===== src/hdl/lps_ram.sv =====
// ----------------------------------------------------------------------------
// lps_ram
// Generic single-write, single-read RAM with registered read data.
// ----------------------------------------------------------------------------
module lps_ram #(
	parameter int WIDTH = 8,
	parameter int DEPTH = 16
) (
	input  logic                     clk,
	input  logic                     we,
	input  logic [$clog2(DEPTH)-1:0] waddr,
	input  logic [WIDTH-1:0]         wdata,
	input  logic [$clog2(DEPTH)-1:0] raddr,
	output logic [WIDTH-1:0]         rdata
);
	logic [WIDTH-1:0] mem_q [DEPTH];

	// write port
	always_ff @(posedge clk) begin
		if (we) begin
			mem_q[waddr] <= wdata;
		end
	end

	// registered read port
	always_ff @(posedge clk) begin
		rdata <= mem_q[raddr];
	end
endmodule


===== config.mk =====
export PLATFORM = sky130hd
export DESIGN_NAME = lps_ram
export DESIGN_NICKNAME = d
export VERILOG_FILES = /design/src/hdl/lps_ram.sv
export SDC_FILE = /design/constraint.sdc
export NUM_CORES = 1
export LEC_CHECK = 0
export BUFFER_PORTS_ARGS = -buffer_cell sky130_fd_sc_hd__clkbuf_2
export CORE_UTILIZATION = 50
export DETAILED_ROUTE_END_ITERATION = 10
export PLACE_DENSITY = 0.67
export SLEW_MARGIN = 15
export SYNTH_ARGS = -nofsm -noshare
export SYNTH_HDL_FRONTEND = slang
export SYNTH_SLANG_ARGS = --single-unit

===== constraint.sdc =====
create_clock -name clk -period 2.35 [get_ports clk]
set_clock_uncertainty 0.1 [all_clocks]
set_input_delay 0.3525 -clock clk [delete_from_list [all_inputs] [get_ports clk]]
set_output_delay 0.3525 -clock clk [all_outputs]
set_load 0.03 [all_outputs]

Word level (Yosys, flattened, before mapping):

Memory sizes are Yosys's and may differ from the RTL's. A register that Yosys moved wholly into a read port is not among the register bits.
Index checks and enable logic that the tools add are counted.

* register bits after elaboration: 0
* bits in writable memories: 128
* output and inout port bits: 8
* memories: 1

Memory list
* mem_q: depth 16, width 8, rd ports 1, clocked after memory_dff 1, wr ports 1, RTL line 16 `logic [WIDTH-1:0] mem_q [DEPTH];`

* mux-type cells: 2

Operators by type and width (count)
* $mux 1: 2

Logic depth before layout (Yosys ltp):

Gate-level depths: netlist (run 1).

* word-level depth: 2
* depth in mapped cells: 5

Worst setup path after synthesis (run 1):

Ideal clock, no wire load.

* kind: input -> register
* start: input port waddr[2]
* end: memory mem_q[0][0], enable pin
* setup time: 383 ps
* data arrival time: 1462 ps
* slack: 405 ps
* cell stages on the path: 2
* buffers on the path: 0
* cell sequence: or3b_2 > nor3_1

RTL lines
* start, declared: RTL line 11 `input logic [$clog2(DEPTH)-1:0] waddr,`
* end, declared: RTL line 16

No word-level cell before the write port.

Worst setup path in the final report (run 1):

* start: register rdata[2] (read register of mem_q)
* end: output port rdata[2]

RTL lines
* start, declared: RTL line 14 `output logic [WIDTH-1:0] rdata`

No word-level cell between the ends.

==> flow_metrics.env, run 1 <==
export IMPL_track_usage_pct=20.2
export IMPL_synth_seq_cells=136
export IMPL_fin_area_mm2=0.00613
export IMPL_clk_path_buf_depth=2
export IMPL_slowest_stage="dfxtp_1"
export IMPL_cts_resized=0
export IMPL_port_buffers=25
export IMPL_diodes=0
export IMPL_max_stage_delay_ns=0.34
export IMPL_ys_seq_area_share_pct=77.8
export IMPL_root_buffer="clkbuf_8"
export IMPL_cp_start_kind="flop"
export IMPL_outcome="finished, final reports clean"
export IMPL_setup_violations_final=0
export IMPL_powerDensity_mw_per_mm2=921
export IMPL_fp_dieH_um=103
export IMPL_worstMarginPinSlew_ns=0.469
export IMPL_grt_setup_unrepaired="no"
export IMPL_row_count=36
export IMPL_hpwl_mm=6.01
export IMPL_grt_pass1_wl_mm=14.4
export IMPL_netlist_instances=229
export IMPL_post_cts_buffers=0
export IMPL_place_gp_congestion=0.793
export IMPL_arrival_ns=1.06
export IMPL_end_kind="primary output"
export IMPL_fin_nets=303
export IMPL_drc=0
export IMPL_postCtsHoldBufs=0
export IMPL_required_ns=1.90
export IMPL_dr_pass1_iters=4
export IMPL_antenna_found_initial=0
export IMPL_pin_count=26
export IMPL_syn_avg_cell_area_um2=22.5
export IMPL_slew_headroom_pct=68.6
export IMPL_first_global_vias=2429
export IMPL_synth_cell_types=19
export IMPL_fmax_ghz=0.659
export IMPL_syn_nets=247
export IMPL_tns_ns=0
export IMPL_core_area_mm2=0.00986
export IMPL_floorplan_initialDensity_pct=52.2
export IMPL_cts_tree="yes"
export IMPL_critPathTopFamily="flip-flops"
export IMPL_grt_max_degree=33
export IMPL_route_detailed_wl_per_inst_um=21.9
export IMPL_die_area_mm2=0.0107
export IMPL_layout_drive_gt1_share_pct=31.3
export IMPL_cts_buffers=17
export IMPL_clk_pin_slew_ns=0.06
export IMPL_layout_common_cells="128 x edfxtp_1, 25 x clkbuf_2, 20 x buf_4"
export IMPL_drv_cap=0
export IMPL_drtAntennaViolNets=0
export IMPL_die_w_um=103
export IMPL_criticalPathCategory="reg -> out"
export IMPL_dr_total_vias=2402
export IMPL_hold_violations=0
export IMPL_maxSlewViolCount=0
export IMPL_synthToLayoutAreaGrowth_pct=19.2
export IMPL_overflow=0
export IMPL_synth_warnings=0
export IMPL_dpl_cell_area_mm2=0.00554
export IMPL_layout_commonest_cell="edfxtp_1"
export IMPL_crit_buf_inv=1
export IMPL_path_cells="clkbuf_2"
export IMPL_finalCritPeriodShare_pct=64.6
export IMPL_p_leak_uw=0.00211
export IMPL_crit_fanout=1
export IMPL_insertion_delay_ns=0.51
export IMPL_hold_class="in -> reg"
export IMPL_min_period_ns=1.52
export IMPL_fillers=673
export IMPL_synth_area_mm2=0.00515
export IMPL_routed_wl_mm=9.43
export IMPL_via_per_inst=5.59
export IMPL_cts_max_level=4
export IMPL_dr_first_iter_drc_count=163
export IMPL_peakVddDrop_uv=406
export IMPL_cts_sinks=136
## worst reg2reg max path: cells and delay by family (launching register included)
kind / cells / cell delay [ns]
DFF: 1 / 0.37
muxes: 1 / 0.53
AOI/OAI and AO/OA: 1 / 0.27
and+or+nand+nor: 1 / 0.10
## worst paths after layout
check,start,to,slack [ns],depth (start not counted)
worst min register to register,mem_q[14][5],rdata[5],0.58,3
worst max-delay path,rdata[2],rdata[2],0.83,1
worst min-delay path,wdata[6],mem_q[6][6],0.15,1
worst max register to register,mem_q[6][0],rdata[0],0.85,3
## layout make-up
cell class / count / area (µm²) / share of cell area, %
well taps: 133 / 166 / 2.71
flip-flops and latches: 136 / 4000 / 65.3
repair buffers: 47 / 315 / 5.14
clock inverters: 11 / 155 / 2.53
clock buffers: 20 / 435 / 7.10
multi-input cells: 83 / 1060 / 17.2
## power breakdown
part	internal [µW]	switching (µW)
clock	1730	915
sequential	2710	16.1
combinational	110	167
total	4550	1100
## through the flow
step	total power, µW	worst slack (ns)	hold WS, ns	util [%]	cells
detailed placement	3060	0.401	0.556	56.2	399
global placement	3050	0.420	0.550	56.2	399
CTS	5690	0.806	0.144	62.2	430
floorplan	2940	0.405	0.351	-	229
global route	5820	0.779	0.177	62.2	430
finish	5650	0.833	0.155	62.2	430
## routing by layer
layer / share of wire (%) / global-route usage (%)
met1: 45 / 28.6
met3: 4.7 / 5.85
met4: 1.2 / 6.83
met5: 0 / 0
met2: 49 / 30.4
## kinds of logic (layout without fill, tap and decap cells)
| family | after synthesis | count (layout) | share of synthesized area, % |
|---|---|---|---|
| buf+inv | 10 | 78 | 1.68 |
| simple gates | 35 | 35 | 3.18 |
| compound gates | 16 | 16 | 2.33 |
| flops | 136 | 136 | 77.8 |
| mux | 32 | 32 | 15.0 |
## synthesized netlist by cell type
master | count | area, µm²
edfxtp_1 | 128 | 3840
mux4_2 | 18 | 405
a22oi_1 | 16 | 120
mux4_1 | 14 | 368
nor2_1 | 13 | 48.8
nand2_1 | 9 | 33.8
dfxtp_1 | 8 | 160
nor3_1 | 4 | 20.0
buf_2 | 3 | 15.0
buf_6 | 3 | 33.8
clkdlybuf4s25_2 | 3 | 30.0
nand2b_1 | 2 | 12.5
nand3b_1 | 2 | 15.0
and2_1 | 1 | 6.26
and2b_1 | 1 | 7.51
buf_4 | 1 | 7.51
nand3_1 | 1 | 5.00
nor2b_1 | 1 | 6.26
or3b_2 | 1 | 8.76
## state kept, by name, indices dropped and copies added, names as in the netlist
signal and count:
rdata 8, mem_q 128
(Power assumes the default switching activity.)
==> run 2: changes to the inputs <==
Clock period 2.35 ns to 1.6 ns, I/O delays scaled along.
==> flow_metrics.env, run 2 (same netlist as run 1, synthesis figures left out) <==
export IMPL_cts_max_level=4
export IMPL_dr_first_iter_drc_count=237
export IMPL_hpwl_mm=6.29
export IMPL_maxSlewViolCount=0
export IMPL_overflow=0
export IMPL_drtAntennaViolNets=0
export IMPL_dr_pass1_iters=5
export IMPL_setup_violations_final=0
export IMPL_crit_fanout=1
export IMPL_route_detailed_wl_per_inst_um=22.6
export IMPL_dr_total_vias=2526
export IMPL_antenna_found_initial=0
export IMPL_multi_input_area_mm2=0.00106
export IMPL_port_buffers=25
export IMPL_pin_count=26
export IMPL_largest_reg_flops=128
export IMPL_hold_class="in -> reg"
export IMPL_end_kind="flop"
export IMPL_criticalPathCategory="reg -> reg"
export IMPL_postCtsHoldBufs=0
export IMPL_gr_usage_met3_pct=5.38
export IMPL_fp_dieH_um=103
export IMPL_crit_buf_inv=0
export IMPL_place_gp_congestion=0.699
export IMPL_final_seq_area_mm2=0.00400
export IMPL_hold_violations=0
export IMPL_grt_pass1_wl_mm=14.9
export IMPL_track_usage_pct=21.1
export IMPL_diodes=0
export IMPL_fin_nets=314
export IMPL_die_area_mm2=0.0107
export IMPL_drc=0
export IMPL_root_buffer="clkbuf_8"
export IMPL_layout_drive_gt1_share_pct=35.3
export IMPL_top_usage_layer="met2"
export IMPL_via_per_inst=5.71
export IMPL_layout_common_cells="128 x edfxtp_1, 28 x buf_4, 25 x clkbuf_2"
export IMPL_required_ns=1.88
export IMPL_p_leak_uw=0.00215
export IMPL_holdWs_ns=0.0446
export IMPL_fillers=663
export IMPL_routed_wl_mm=9.98
export IMPL_die_w_um=103
export IMPL_grt_setup_unrepaired="no"
export IMPL_first_global_vias=2525
export IMPL_powerDensity_mw_per_mm2=1280
export IMPL_cp_start_kind="flop"
export IMPL_path_cells="mux4_1, a22oi_1, nand2_1"
export IMPL_top_regs="mem_q x128, rdata x8"
export IMPL_cts_sinks=136
export IMPL_synthToLayoutAreaGrowth_pct=20.7
export IMPL_fmax_ghz=0.691
export IMPL_clk_path_buf_depth=2
export IMPL_outcome="finished, final reports clean"
export IMPL_row_count=36
export IMPL_worstMarginPinSlew_ns=0.840
export IMPL_fin_util_pct=63.0
export IMPL_grtUsageMet2_pct=31.1
export IMPL_clk_pin_slew_ns=0.06
export IMPL_slew_headroom_pct=43.8
export IMPL_insertion_delay_ns=0.51
export IMPL_regMostFlops="mem_q"
export IMPL_drv_cap=0
export IMPL_core_area_mm2=0.00986
export IMPL_min_period_ns=1.45
export IMPL_critPathTopFamily="multiplexers"
export IMPL_finalCritPeriodShare_pct=90.5
export IMPL_layout_commonest_cell="edfxtp_1"
export IMPL_cts_tree="yes"
export IMPL_grt_use_met1_pct=31.0
export IMPL_peakVddDrop_uv=742
export IMPL_post_cts_buffers=0
export IMPL_arrival_ns=1.73
export IMPL_floorplan_initialDensity_pct=52.2
export IMPL_max_stage_delay_ns=0.50
export IMPL_slowest_stage="mux4_1"
export IMPL_cts_resized=0
export IMPL_cts_buffers=17
export IMPL_grt_max_degree=17
run 2: cell types whose count changed in the layout (fill, tap and decap cells not counted), sizes merged:
cell	previous run	this run
clkinvlp	1	4
buf	22	33
clkbuf	45	43
bufinv	4	1
clkinv	6	7
inv	0	2
run 2: area by class of cell:
type                       count  area share [%]
sequential                   136            64.4
tap                          133            2.68
timing repair buffer          58            7.01
clock inverter                14            2.05
clock buffer                  18            6.73
multi-input combinational     83            17.1
run 2: where the power goes:
group	total (µW)	switching, µW	internal [µW]
combinational	443	256	187
clock	3510	1440	2060
sequential	4010	24.1	3980
run 2: worst paths after layout:
| check | from | endpoint | slack, ns | depth (start not counted) |
|---|---|---|---|---|
| max | mem_q[0][2] | rdata[2] | 0.15 | 3 |
| min | wdata[1] | mem_q[15][1] | 0.04 | 1 |
| max reg2reg | mem_q[0][2] | rdata[2] | 0.15 | 3 |
| min reg2reg | mem_q[14][3] | rdata[3] | 0.57 | 3 |
run 2: metal layers:
layer  up-vias  wire [µm]
met5         -          0
met2       103       4810
li1       1113          -
met3         8        661
met1      1302       4420
met4         0         81
run 2: per-stage QoR:
stage          total power, µW  worst slack (ns)  std cells  area [µm²]  setup TNS (ns)
2_1_floorplan             4320          -0.00615        229        5150          -0.147
3_3_place_gp              4520            -0.175        410        5670          -0.953
3_5_place_dp              4530            -0.173        410        5670          -0.995
4_1_cts                   8020             0.125        442        6210               0
5_1_grt                   8190            0.0767        442        6210               0
6_report                  7960             0.152        442        6210               0
