**src/hdl/lps_pkg.sv**
```systemverilog
// ----------------------------------------------------------------------------
// lps_pkg
// Shared types, constants and the sequencer's control store for the linear
// prime sieve.
// ----------------------------------------------------------------------------
package lps_pkg;

	// field widths of the channels
	localparam int NUM_W  = 13;
	localparam int CNT_W  = 11;
	localparam int STAT_W = 2;

	// default sizing
	localparam int MAX_NUMBER_DEF  = 4096;
	localparam int PRIME_SLOTS_DEF = 1024;

	// limit register after reset
	localparam logic [NUM_W-1:0] LIMIT_RESET = NUM_W'(4096);

	// result status codes
	typedef enum logic [STAT_W-1:0] {
		STAT_OK    = 2'd0,
		STAT_ORDER = 2'd1,
		STAT_RANGE = 2'd2
	} status_t;

	// sequencer steps
	typedef enum logic [2:0] {
		S_ACCEPT = 3'd0,
		S_CHECK  = 3'd1,
		S_SELF   = 3'd2,
		S_FETCH  = 3'd3,
		S_MUL    = 3'd4,
		S_MARK   = 3'd5,
		S_EMIT   = 3'd6
	} step_t;

	// datapath action of one step
	typedef enum logic [2:0] {
		ACT_ACCEPT = 3'd0,
		ACT_RD_SELF = 3'd1,
		ACT_SELF   = 3'd2,
		ACT_FETCH  = 3'd3,
		ACT_MUL    = 3'd4,
		ACT_MARK   = 3'd5,
		ACT_EMIT   = 3'd6,
		ACT_NOP    = 3'd7
	} act_t;

	// branch condition of one step
	typedef enum logic [2:0] {
		COND_NEVER   = 3'd0,
		COND_NO_TXN  = 3'd1,
		COND_ERR     = 3'd2,
		COND_KDONE   = 3'd3,
		COND_STOP    = 3'd4,
		COND_OUT_BSY = 3'd5
	} cond_t;

	// one control word
	typedef struct packed {
		act_t  act;
		cond_t cond;
		step_t on_true;
		step_t on_false;
	} uword_t;

	// datapath status seen by the sequencer
	typedef struct packed {
		logic no_txn;
		logic err;
		logic kdone;
		logic stop;
		logic out_busy;
	} flags_t;

	// control store
	function automatic uword_t ucode_rom(input step_t step);
		uword_t w;
		case (step)
			S_ACCEPT: w = '{ACT_ACCEPT,  COND_NO_TXN,  S_ACCEPT, S_CHECK};
			S_CHECK:  w = '{ACT_RD_SELF, COND_ERR,     S_EMIT,   S_SELF};
			S_SELF:   w = '{ACT_SELF,    COND_NEVER,   S_FETCH,  S_FETCH};
			S_FETCH:  w = '{ACT_FETCH,   COND_KDONE,   S_EMIT,   S_MUL};
			S_MUL:    w = '{ACT_MUL,     COND_NEVER,   S_MARK,   S_MARK};
			S_MARK:   w = '{ACT_MARK,    COND_STOP,    S_EMIT,   S_FETCH};
			S_EMIT:   w = '{ACT_EMIT,    COND_OUT_BSY, S_EMIT,   S_ACCEPT};
			default:  w = '{ACT_NOP,     COND_NEVER,   S_ACCEPT, S_ACCEPT};
		endcase
		return w;
	endfunction

endpackage

```
**src/hdl/lps_seq.sv**
```systemverilog
// ----------------------------------------------------------------------------
// lps_seq
// Microcoded sequencer: step counter over the control store, two-way branch
// on one datapath flag per step.
// ----------------------------------------------------------------------------
module lps_seq (
	input  logic            clk,
	input  logic            arst_n,
	input  lps_pkg::flags_t flags,
	output lps_pkg::act_t   act
);
	import lps_pkg::*;

	step_t  step_q;
	step_t  step_next;
	uword_t word;
	logic   taken;

	assign word = ucode_rom(step_q);

	// branch condition select and next step
	always_comb begin
		case (word.cond)
			COND_NEVER:   taken = 1'b0;
			COND_NO_TXN:  taken = flags.no_txn;
			COND_ERR:     taken = flags.err;
			COND_KDONE:   taken = flags.kdone;
			COND_STOP:    taken = flags.stop;
			COND_OUT_BSY: taken = flags.out_busy;
			default:      taken = 1'b0;
		endcase
		step_next = taken ? word.on_true : word.on_false;
	end

	// control word decode
	always_comb begin
		act = word.act;
	end

	// step counter
	always_ff @(posedge clk or negedge arst_n) begin
		if (!arst_n) begin
			step_q <= S_ACCEPT;
		end else begin
			step_q <= step_next;
		end
	end
endmodule

```
**config.mk**
```make
export PLATFORM = sky130hd
export DESIGN_NAME = lps_seq
export DESIGN_NICKNAME = d
export VERILOG_FILES = /design/src/hdl/lps_pkg.sv /design/src/hdl/lps_seq.sv
export SDC_FILE = /design/constraint.sdc
export NUM_CORES = 1
export LEC_CHECK = 0
export ABC_CLOCK_PERIOD_IN_PS = 1100
export BUFFER_PORTS_ARGS = -buffer_cell sky130_fd_sc_hd__clkbuf_2
export CAP_MARGIN = 20
export CORE_AREA = 2 2 39 41
export CTS_CLUSTER_SIZE = 8
export DETAILED_ROUTE_END_ITERATION = 6
export DIE_AREA = 0 0 41 43
export PLACE_DENSITY = 0.4
export SETUP_SLACK_MARGIN = 0.02
export SYNTH_ARGS = -nofsm -noshare
export SYNTH_HDL_FRONTEND = slang
export SYNTH_SLANG_ARGS = --single-unit
```
**constraint.sdc**
```tcl
create_clock -name clk -period 1.1 [get_ports clk]
set_clock_uncertainty 0.2 [all_clocks]
set_input_delay 0.055 -clock clk [delete_from_list [all_inputs] [get_ports clk]]
set_output_delay 0.055 -clock clk [all_outputs]
set_load 0.02 [all_outputs]
```
# After elaboration in Yosys (flattened, before gate mapping)

Cells that the tools add are included.
Widths: inputs -> output; s select.

Flip-flop bits (word level): 3
Word-level logic and storage cells: 16

Equal/unequal tests: 11
Muxes and demuxes: 3
Reductions and logical operators: 1

Operators by type and width:

| cell               | count |
|---|---|
| $pmux 12 s7        | 1 |
| $eq 3x3->1 const B | 5 |
| $eq 3x2->1 const B | 4 |
| $eq 3x1->1 const B | 2 |
| $pmux 1 s5         | 1 |
| $logic_not 3->1    | 1 |
| $mux 3             | 1 |

# Logic depth before layout (Yosys ltp)

Gate-level depths: netlist of the first run.

Depth after elaboration: 5
Mapped depth: 3
Gate-level depth less buffers: 3

# Worst setup path before layout of the first run

Ideal clock, no wire load.

Kind: register to register
From: reg step_q[1]
To: reg step_q[2]
Cell stages (with the launch flop): 4
Path buffers: 0
Setup time: 0.094 ns
Arrival time: 0.784 ns
Setup slack: 0.022 ns
Cells stage by stage: dfrtp_1 inv_1 o21ai_0 a211oi_1

Word-level cells in the longest chain between the ends: 5
Elaborated cells on any way between the ends: 15

RTL lines:

| item                               | line          | RTL |
|---|---|---|
| start, declared                    | lps_seq.sv:14 | `step_t step_q;` |
| start signal, assigned             | lps_seq.sv:45 | `step_q <= step_next;` |
| $eq 3x3->1 (tied with other cells) | lps_pkg.sv:80 | `case (step)` |
| $pmux 12 s7 (*)                    | lps_pkg.sv:80 |  |
| $eq 3x3->1 (tied with other cells) | lps_seq.sv:23 | `case (word.cond)` |
| $pmux 1 s5                         | lps_seq.sv:23 |  |
| $mux 3 (*)                         | lps_seq.sv:32 | `step_next = taken ? word.on_true : word.on_false;` |
| named net step_next[2]             | lps_seq.sv:15 | `step_t step_next;` |

Mark *: on every way through the listed nets, which the timed path passes. The rest lies on a longest branch.

# Worst setup path in the final report of the first run

From: reg step_q[1]
To: out act[1]

Word-level cells in the longest chain between the ends: 2
Elaborated cells on any way between the ends: 8

RTL lines:

| item                               | line          | RTL |
|---|---|---|
| $eq 3x3->1 (tied with other cells) | lps_pkg.sv:80 |  |
| $pmux 12 s7 (*)                    | lps_pkg.sv:80 |  |
| end, declared                      | lps_seq.sv:10 | `output lps_pkg::act_t act` |

Mark *: on every way between the ends. The rest lies on a longest branch, timed or not.

==> results.sh, run 1 <==
export IMPL_run_status="finished with violations"
export IMPL_failed_checks="hold timing, setup timing"
export IMPL_globalRoute_busiestLayer="met2"
export IMPL_antenna_left=0
export IMPL_synth_flop_cell="sky130_fd_sc_hd__dfrtp_1"
export IMPL_final_number_of_hold_violating_endpoints=1
export IMPL_fin_total_pwr_mw=0.9760
export IMPL_dr_pass1_iterations=4
export IMPL_peak_vdd_ir_mv=0.8219
export IMPL_post_route_cells_drive_above_1_share=0.5405
export IMPL_timing_setup_tns_ns=-0.1079
export IMPL_net_total_in_the_final_layout=45
export IMPL_tightestPinTransition_ns=0.2054
export IMPL_floorplan_die_area_mm2=0.001763
export IMPL_clockBufferDepth=2
export IMPL_fmax_ghz=0.8650
export IMPL_first_global_vias=184
export IMPL_setup_violations_final=4
export IMPL_number_of_design_rule_violations_left_by_the_first_detailed_router_iteration=2
export IMPL_use_met3=0.04712
export IMPL_setup_worst_path_start="step_q[1]"
export IMPL_synth_seq_area_share=0.4478
export IMPL_place_congestion=0.6551
export IMPL_timing_critical_path_slowest_stage_cell="sky130_fd_sc_hd__dfrtp_1"
export IMPL_dp_final_hpwl_um=341.8
export IMPL_rsz0062_at_grt="yes"
export IMPL_maximum_number_of_pins_on_one_net_before_global_route_repair=7
export IMPL_seqPwrFrac=0.260
export IMPL_routedWlPerCell_um=9.189
export IMPL_crit_path_max_incr_delay_ns=0.41
export IMPL_power_share_combinational=0.542
export IMPL_ys_seq_elements=3
export IMPL_switching_component_of_the_power_mw=0.3863
export IMPL_power_density_mw_per_mm2=2847
export IMPL_biggest_regs="step_q: 3 flops"
export IMPL_cts_htree_levels=1
export IMPL_finalCritPeriodShare=1.051
export IMPL_setup_worst_path_class="flip-flop to primary output"
export IMPL_gate_count_post_synth=19
export IMPL_switching_share=0.3958
export IMPL_synth_avg_cell_area_um2=8.824
export IMPL_final_cells=53
export IMPL_synth_cell_area_um2=167.7
export IMPL_timing_max_slew_rel_slack=0.8622
export IMPL_cts_buffers=3
export IMPL_power_static_leakage_nw=0.1579
export IMPL_timing_critical_path_from_type="flip-flop"
export IMPL_overall_global_routing_resource_usage=0.06754
export IMPL_setup_ws_ns=-0.05606
export IMPL_initial_antenna_violation_count=0
export IMPL_cts_tree="yes"
export IMPL_synth_top_cell_by_area="sky130_fd_sc_hd__dfrtp_1"
export IMPL_die_x_extent_um=41
export IMPL_dpl_cell_count=42
export IMPL_rows=14
export IMPL_worst_endpoint_arrival_ns=0.90
export IMPL_buffer_ports_inserted=9
export IMPL_r2r_start="step_q[1]"
export IMPL_fp_coreArea_mm2=0.001384
export IMPL_maxCapViolations=0
export IMPL_grt_first_pass_wirelength_um=696
export IMPL_fp_dieH_um=43
export IMPL_antenna_diode_count=0
export IMPL_postSynthNetCount=26
export IMPL_power_report_internal_total_mw=0.5897
export IMPL_numClockSinks=3
export IMPL_critical_path_max_fanout=3
export IMPL_min_path_type="input port to flip-flop"
export IMPL_grtUsageMet1=0.06189
export IMPL_area_delta_synth_final_pct=104.5
export IMPL_slew_viol_final=0
export IMPL_cp_required_ns=0.84
export IMPL_io_pin_count=10
export IMPL_synth_cell_types=12
export IMPL_hold_worst_slack_ns=-0.07967
export IMPL_largest_register_ffs=3
export IMPL_clk_insertion_delay_late_ns=0.23
export IMPL_number_of_synthesized_flops_with_an_enable_pin=0
export IMPL_asyncSetResetFlopFracSynth=1.000
export IMPL_path_clk_slew_ns=0.04
export IMPL_cts_root_buf="sky130_fd_sc_hd__clkbuf_4"
export IMPL_critical_path_endpoint_type="primary output"
export IMPL_synth_warnings=0
export IMPL_drc_errors=0
export IMPL_clock_power_share=0.198
export IMPL_netlist_top_cells_area="sky130_fd_sc_hd__dfrtp_1 (45%), sky130_fd_sc_hd__a211oi_1 (9.0%), sky130_fd_sc_hd__a221oi_2 (9.0%), sky130_fd_sc_hd__clkbuf_1 (6.7%), sky130_fd_sc_hd__o21ai_0 (6.0%)"
export IMPL_hold_path_startpoint="flags[1]"
export IMPL_top_register="step_q"
export IMPL_post_route_min_period_ns=1.156
export IMPL_wl_um=487
export IMPL_initial_core_util=0.1212
export IMPL_netlist_top_cells_count="sky130_fd_sc_hd__clkbuf_1 (3), sky130_fd_sc_hd__dfrtp_1 (3), sky130_fd_sc_hd__a211oi_1 (2), sky130_fd_sc_hd__inv_1 (2), sky130_fd_sc_hd__o21ai_0 (2)"
export IMPL_cp_cell_sequence="buf_6 > buf_8"
export IMPL_globalRouteOverflowTotal=0
export IMPL_use_met2=0.08438
export IMPL_route_detailed_vias_per_inst=3.849
export IMPL_synth_largest_type_area_fraction=0.4478
export IMPL_dr_total_vias=204
export IMPL_final_core_utilization=0.2477
==> metal layers <==
layer / vias up / wire (um) / share of wire
met5: - / 0 / 0
met2: 12 / 204 / 0.42
met4: 0 / 15 / 0.031
li1: 100 / - / -
met1: 90 / 205 / 0.42
met3: 2 / 62 / 0.13
==> cell families (layout without fill, tap and decap cells) <==
kind of cell	after synthesis	in the layout	synth area share
AOI/OAI and AO/OA	7	7	0.3134
and+or+nand+nor	3	3	0.1045
DFF	3	3	0.4477
buffers and inverters	6	24	0.1343
==> power by group through the flow <==
| stage | Clock [mW] | Sequential, mW | Combinational [mW] |
|---|---|---|---|
| after detailed placement | 0 | 0.250 | 0.364 |
| after global routing | 0.217 | 0.260 | 0.560 |
| after CTS | 0.204 | 0.252 | 0.455 |
| final | 0.194 | 0.254 | 0.529 |
| after floorplan | 0 | 0.234 | 0.269 |
| after global placement | 0 | 0.242 | 0.349 |
==> layout make-up <==
cell class | count | area (um2)
inverters | 3 | 11.26
fillers | 158 | 1041
repair buffers | 17 | 133.9
multi-input cells | 10 | 75.07
well taps | 16 | 20.02
clock buffers | 4 | 26.28
flip-flops and latches | 3 | 76.32
==> path summary, 6_finish.rpt <==
kind	to	slack [ns]	cells past startpoint
worst max-delay path	act[1]	-0.06	2
worst min-delay path	step_q[0]	-0.08	3
worst max register to register	step_q[2]	-0.04	3
worst min register to register	step_q[0]	0.34	1
max in group asynchronous	step_q[2]	0.08	3
min in group asynchronous	step_q[0]	0.50	3
==> critical path, delay by kind of cell (launching register included) <==
kind	cells	cell delay [ns]
buffers and inverters	2	0.26
DFF	1	0.41
==> through the flow <==
step                      cell area, um2  worst slack [ns]
after CTS                          326.6          -0.06790
after global placement             229.0         -0.009231
after floorplan                    167.7           0.02224
after detailed placement           229.0          -0.06137
final                              342.8          -0.05606
after global routing               342.8          -0.08558
==> placed cells by master, fill, tap and decap left out <==
cell,count
sky130_fd_sc_hd__dfrtp_1,2
sky130_fd_sc_hd__a211oi_1,2
sky130_fd_sc_hd__clkbuf_1,1
sky130_fd_sc_hd__nand2b_1,1
sky130_fd_sc_hd__a21oi_1,1
sky130_fd_sc_hd__and3_4,1
sky130_fd_sc_hd__nor3_1,1
sky130_fd_sc_hd__o211ai_1,1
sky130_fd_sc_hd__a221oi_2,1
sky130_fd_sc_hd__o21ai_1,2
sky130_fd_sc_hd__buf_4,3
sky130_fd_sc_hd__dlygate4sd3_1,5
sky130_fd_sc_hd__buf_6,1
sky130_fd_sc_hd__buf_2,1
sky130_fd_sc_hd__clkbuf_4,3
sky130_fd_sc_hd__inv_1,1
sky130_fd_sc_hd__dfrtp_2,1
sky130_fd_sc_hd__inv_2,2
sky130_fd_sc_hd__clkbuf_2,6
sky130_fd_sc_hd__buf_8,1
==> what timing repair did <==
action / 4_1_cts / 5_1_grt
resized for setup: 5 / 7
hold buffers: 5 / 1
pin swaps: 1 / 2
hold endpoints to repair: 6 / 4
setup endpoints to repair: 5 / 9
buffers inserted: 1 / 1
No activity file was read; power rests on OpenSTA's default activity.
==> inputs of run 2 (changes only) <==
--- a/config.mk
+++ b/config.mk
@@ -9,6 +9,7 @@
 export BUFFER_PORTS_ARGS = -buffer_cell sky130_fd_sc_hd__clkbuf_2
 export CAP_MARGIN = 20
 export CORE_AREA = 2 2 39 41
+export CTS_BUF_LIST = sky130_fd_sc_hd__clkbuf_2
 export CTS_CLUSTER_SIZE = 8
 export DETAILED_ROUTE_END_ITERATION = 6
 export DIE_AREA = 0 0 41 43
==> run 2 against run 1 <==
Compared with the run above: the flow still finishes with violations (hold timing, setup timing); sequential cell count is the same; global-route usage increased by 0.20 points; first-iteration DRC count down 50%; critical endpoint is now step_q[2]; core utilization decreased by 0.090 points.
==> results.sh, run 2 (synthesized netlist as in run 1, its figures left out) <==
export IMPL_floorplan_die_area_mm2=0.001763
export IMPL_fin_area_um2=341.6
export IMPL_setup_violations_final=3
export IMPL_initial_core_util=0.1212
export IMPL_timing_critical_path_max_delay_family="flip-flops"
export IMPL_fin_total_pwr_mw=0.9435
export IMPL_cts_hold_repair_buffers=5
export IMPL_setup_worst_path_class="flip-flop to flip-flop"
export IMPL_antenna_diode_count=0
export IMPL_cp_required_ns=0.98
export IMPL_top_register="step_q"
export IMPL_post_route_min_period_ns=1.131
export IMPL_failed_checks="hold timing, setup timing"
export IMPL_crit_path_max_incr_delay_ns=0.41
export IMPL_placed_area_um2=229.0
export IMPL_timing_setup_tns_ns=-0.07556
export IMPL_most_common_cell_after_layout_fill_and_taps_aside="sky130_fd_sc_hd__clkbuf_2"
export IMPL_cts_buffers=3
export IMPL_setup_worst_path_start="step_q[1]"
export IMPL_globalRoute_busiestLayer="met4"
export IMPL_grt_first_pass_wirelength_um=696
export IMPL_power_static_leakage_nw=0.1572
export IMPL_tightestPinTransition_ns=0.1904
export IMPL_routedWlPerCell_um=9.731
export IMPL_cts_tree="yes"
export IMPL_critical_path_endpoint_type="flip-flop"
export IMPL_slew_viol_final=0
export IMPL_final_core_utilization=0.2468
export IMPL_use_met3=0.04712
export IMPL_path_clk_slew_ns=0.04
export IMPL_die_x_extent_um=41
export IMPL_net_total_in_the_final_layout=44
export IMPL_dpl_cell_count=42
export IMPL_globalRouteOverflowTotal=0
export IMPL_grtUsageMet1=0.05863
export IMPL_maximum_number_of_pins_on_one_net_before_global_route_repair=7
export IMPL_largest_register_ffs=3
export IMPL_finalCritPeriodShare=1.029
export IMPL_final_number_of_hold_violating_endpoints=1
export IMPL_min_path_type="input port to flip-flop"
export IMPL_cts_root_buf="sky130_fd_sc_hd__clkbuf_2"
export IMPL_setup_ws_ns=-0.03150
export IMPL_place_congestion=0.6551
export IMPL_r2r_start="step_q[1]"
export IMPL_clockBufferDepth=2
export IMPL_numClockSinks=3
export IMPL_worst_endpoint_arrival_ns=1.01
export IMPL_hold_worst_slack_ns=-0.03092
export IMPL_timing_critical_path_from_type="flip-flop"
export IMPL_dp_final_hpwl_um=341.8
export IMPL_wl_um=506
export IMPL_use_met2=0.08438
export IMPL_final_cells=52
export IMPL_initial_antenna_violation_count=0
export IMPL_critical_path_buf_inv_count=1
export IMPL_fmax_ghz=0.8838
export IMPL_timing_critical_path_slowest_stage_cell="sky130_fd_sc_hd__dfrtp_1"
export IMPL_fp_coreArea_mm2=0.001384
export IMPL_hold_path_startpoint="flags[1]"
export IMPL_route_detailed_vias_per_inst=3.846
export IMPL_peak_vdd_ir_mv=0.8848
export IMPL_dr_pass1_iterations=2
export IMPL_rows=14
export IMPL_fp_dieH_um=43
export IMPL_area_delta_synth_final_pct=103.7
export IMPL_layout_common_cells="sky130_fd_sc_hd__clkbuf_2 (11), sky130_fd_sc_hd__dlygate4sd3_1 (5)"
export IMPL_run_status="finished with violations"
export IMPL_maxCapViolations=0
export IMPL_number_of_design_rule_violations_left_by_the_first_detailed_router_iteration=1
export IMPL_critical_path_max_fanout=3
export IMPL_antenna_left=0
export IMPL_io_pin_count=10
export IMPL_biggest_regs="step_q: 3 flops"
export IMPL_dr_total_vias=200
export IMPL_post_route_cells_drive_above_1_share=0.6389
export IMPL_power_density_mw_per_mm2=2762
export IMPL_rsz0062_at_grt="yes"
export IMPL_detailedPlace_worstSlack_ns=-0.06137
export IMPL_cts_htree_levels=1
export IMPL_timing_max_slew_rel_slack=0.8728
export IMPL_first_global_vias=182
export IMPL_clk_insertion_delay_late_ns=0.20
export IMPL_cp_cell_sequence="buf_4 > nor3_2 > a211oi_2"
export IMPL_buffer_ports_inserted=9
export IMPL_overall_global_routing_resource_usage=0.06956
export IMPL_drc_errors=0
==> run 2: cell count changes in the layout (fill, tap and decap cells not counted), sizes merged <==
cell | before | now
buf | 6 | 4
clkbuf | 10 | 11
==> run 2: path summary, 6_finish.rpt <==
path	end	slack, ns	depth (start not counted)
hold / removal	step_q[0]	-0.03	3
setup reg to reg	step_q[2]	-0.03	3
min in group asynchronous	step_q[2]	0.51	3
max in group asynchronous	step_q[2]	0.07	3
setup / recovery	step_q[2]	-0.03	3
hold reg to reg	step_q[0]	0.29	1
==> run 2: per-layer routing <==
metal | vias up | wire [um]
li1 | 100 | -
met1 | 86 | 209
met2 | 12 | 223
met3 | 2 | 57
met4 | 0 | 15
met5 | - | 0
==> run 2: area by class of cell <==
| type | count | area [um2] |
|---|---|---|
| multi-input cells | 10 | 90.09 |
| flip-flops and latches | 3 | 76.32 |
| repair buffers | 16 | 123.9 |
| inverters | 3 | 11.26 |
| fillers | 156 | 1042 |
| well taps | 16 | 20.02 |
| clock buffers | 4 | 20.02 |
==> run 2: power breakdown <==
part           leakage [nW]  total (mW)  internal, mW  switching (mW)
clock                0.0166       0.154        0.0959          0.0582
sequential           0.0347       0.258         0.175          0.0834
combinational         0.106       0.531         0.266           0.266
==> run 2: worst reg2reg max path, stage by stage (launching register included) <==
cell	delay, ns
sky130_fd_sc_hd__dfrtp_1	0.41
sky130_fd_sc_hd__buf_4	0.16
sky130_fd_sc_hd__nor3_2	0.18
sky130_fd_sc_hd__a211oi_2	0.06
==> run 2: timing repair <==
action / in CTS / in global routing
endpoints found under the hold margin: 6 / 2
setup endpoints to repair: 5 / 5
resized for setup: 6 / 7
buffers inserted: 1 / 0
pin swaps: 1 / 2
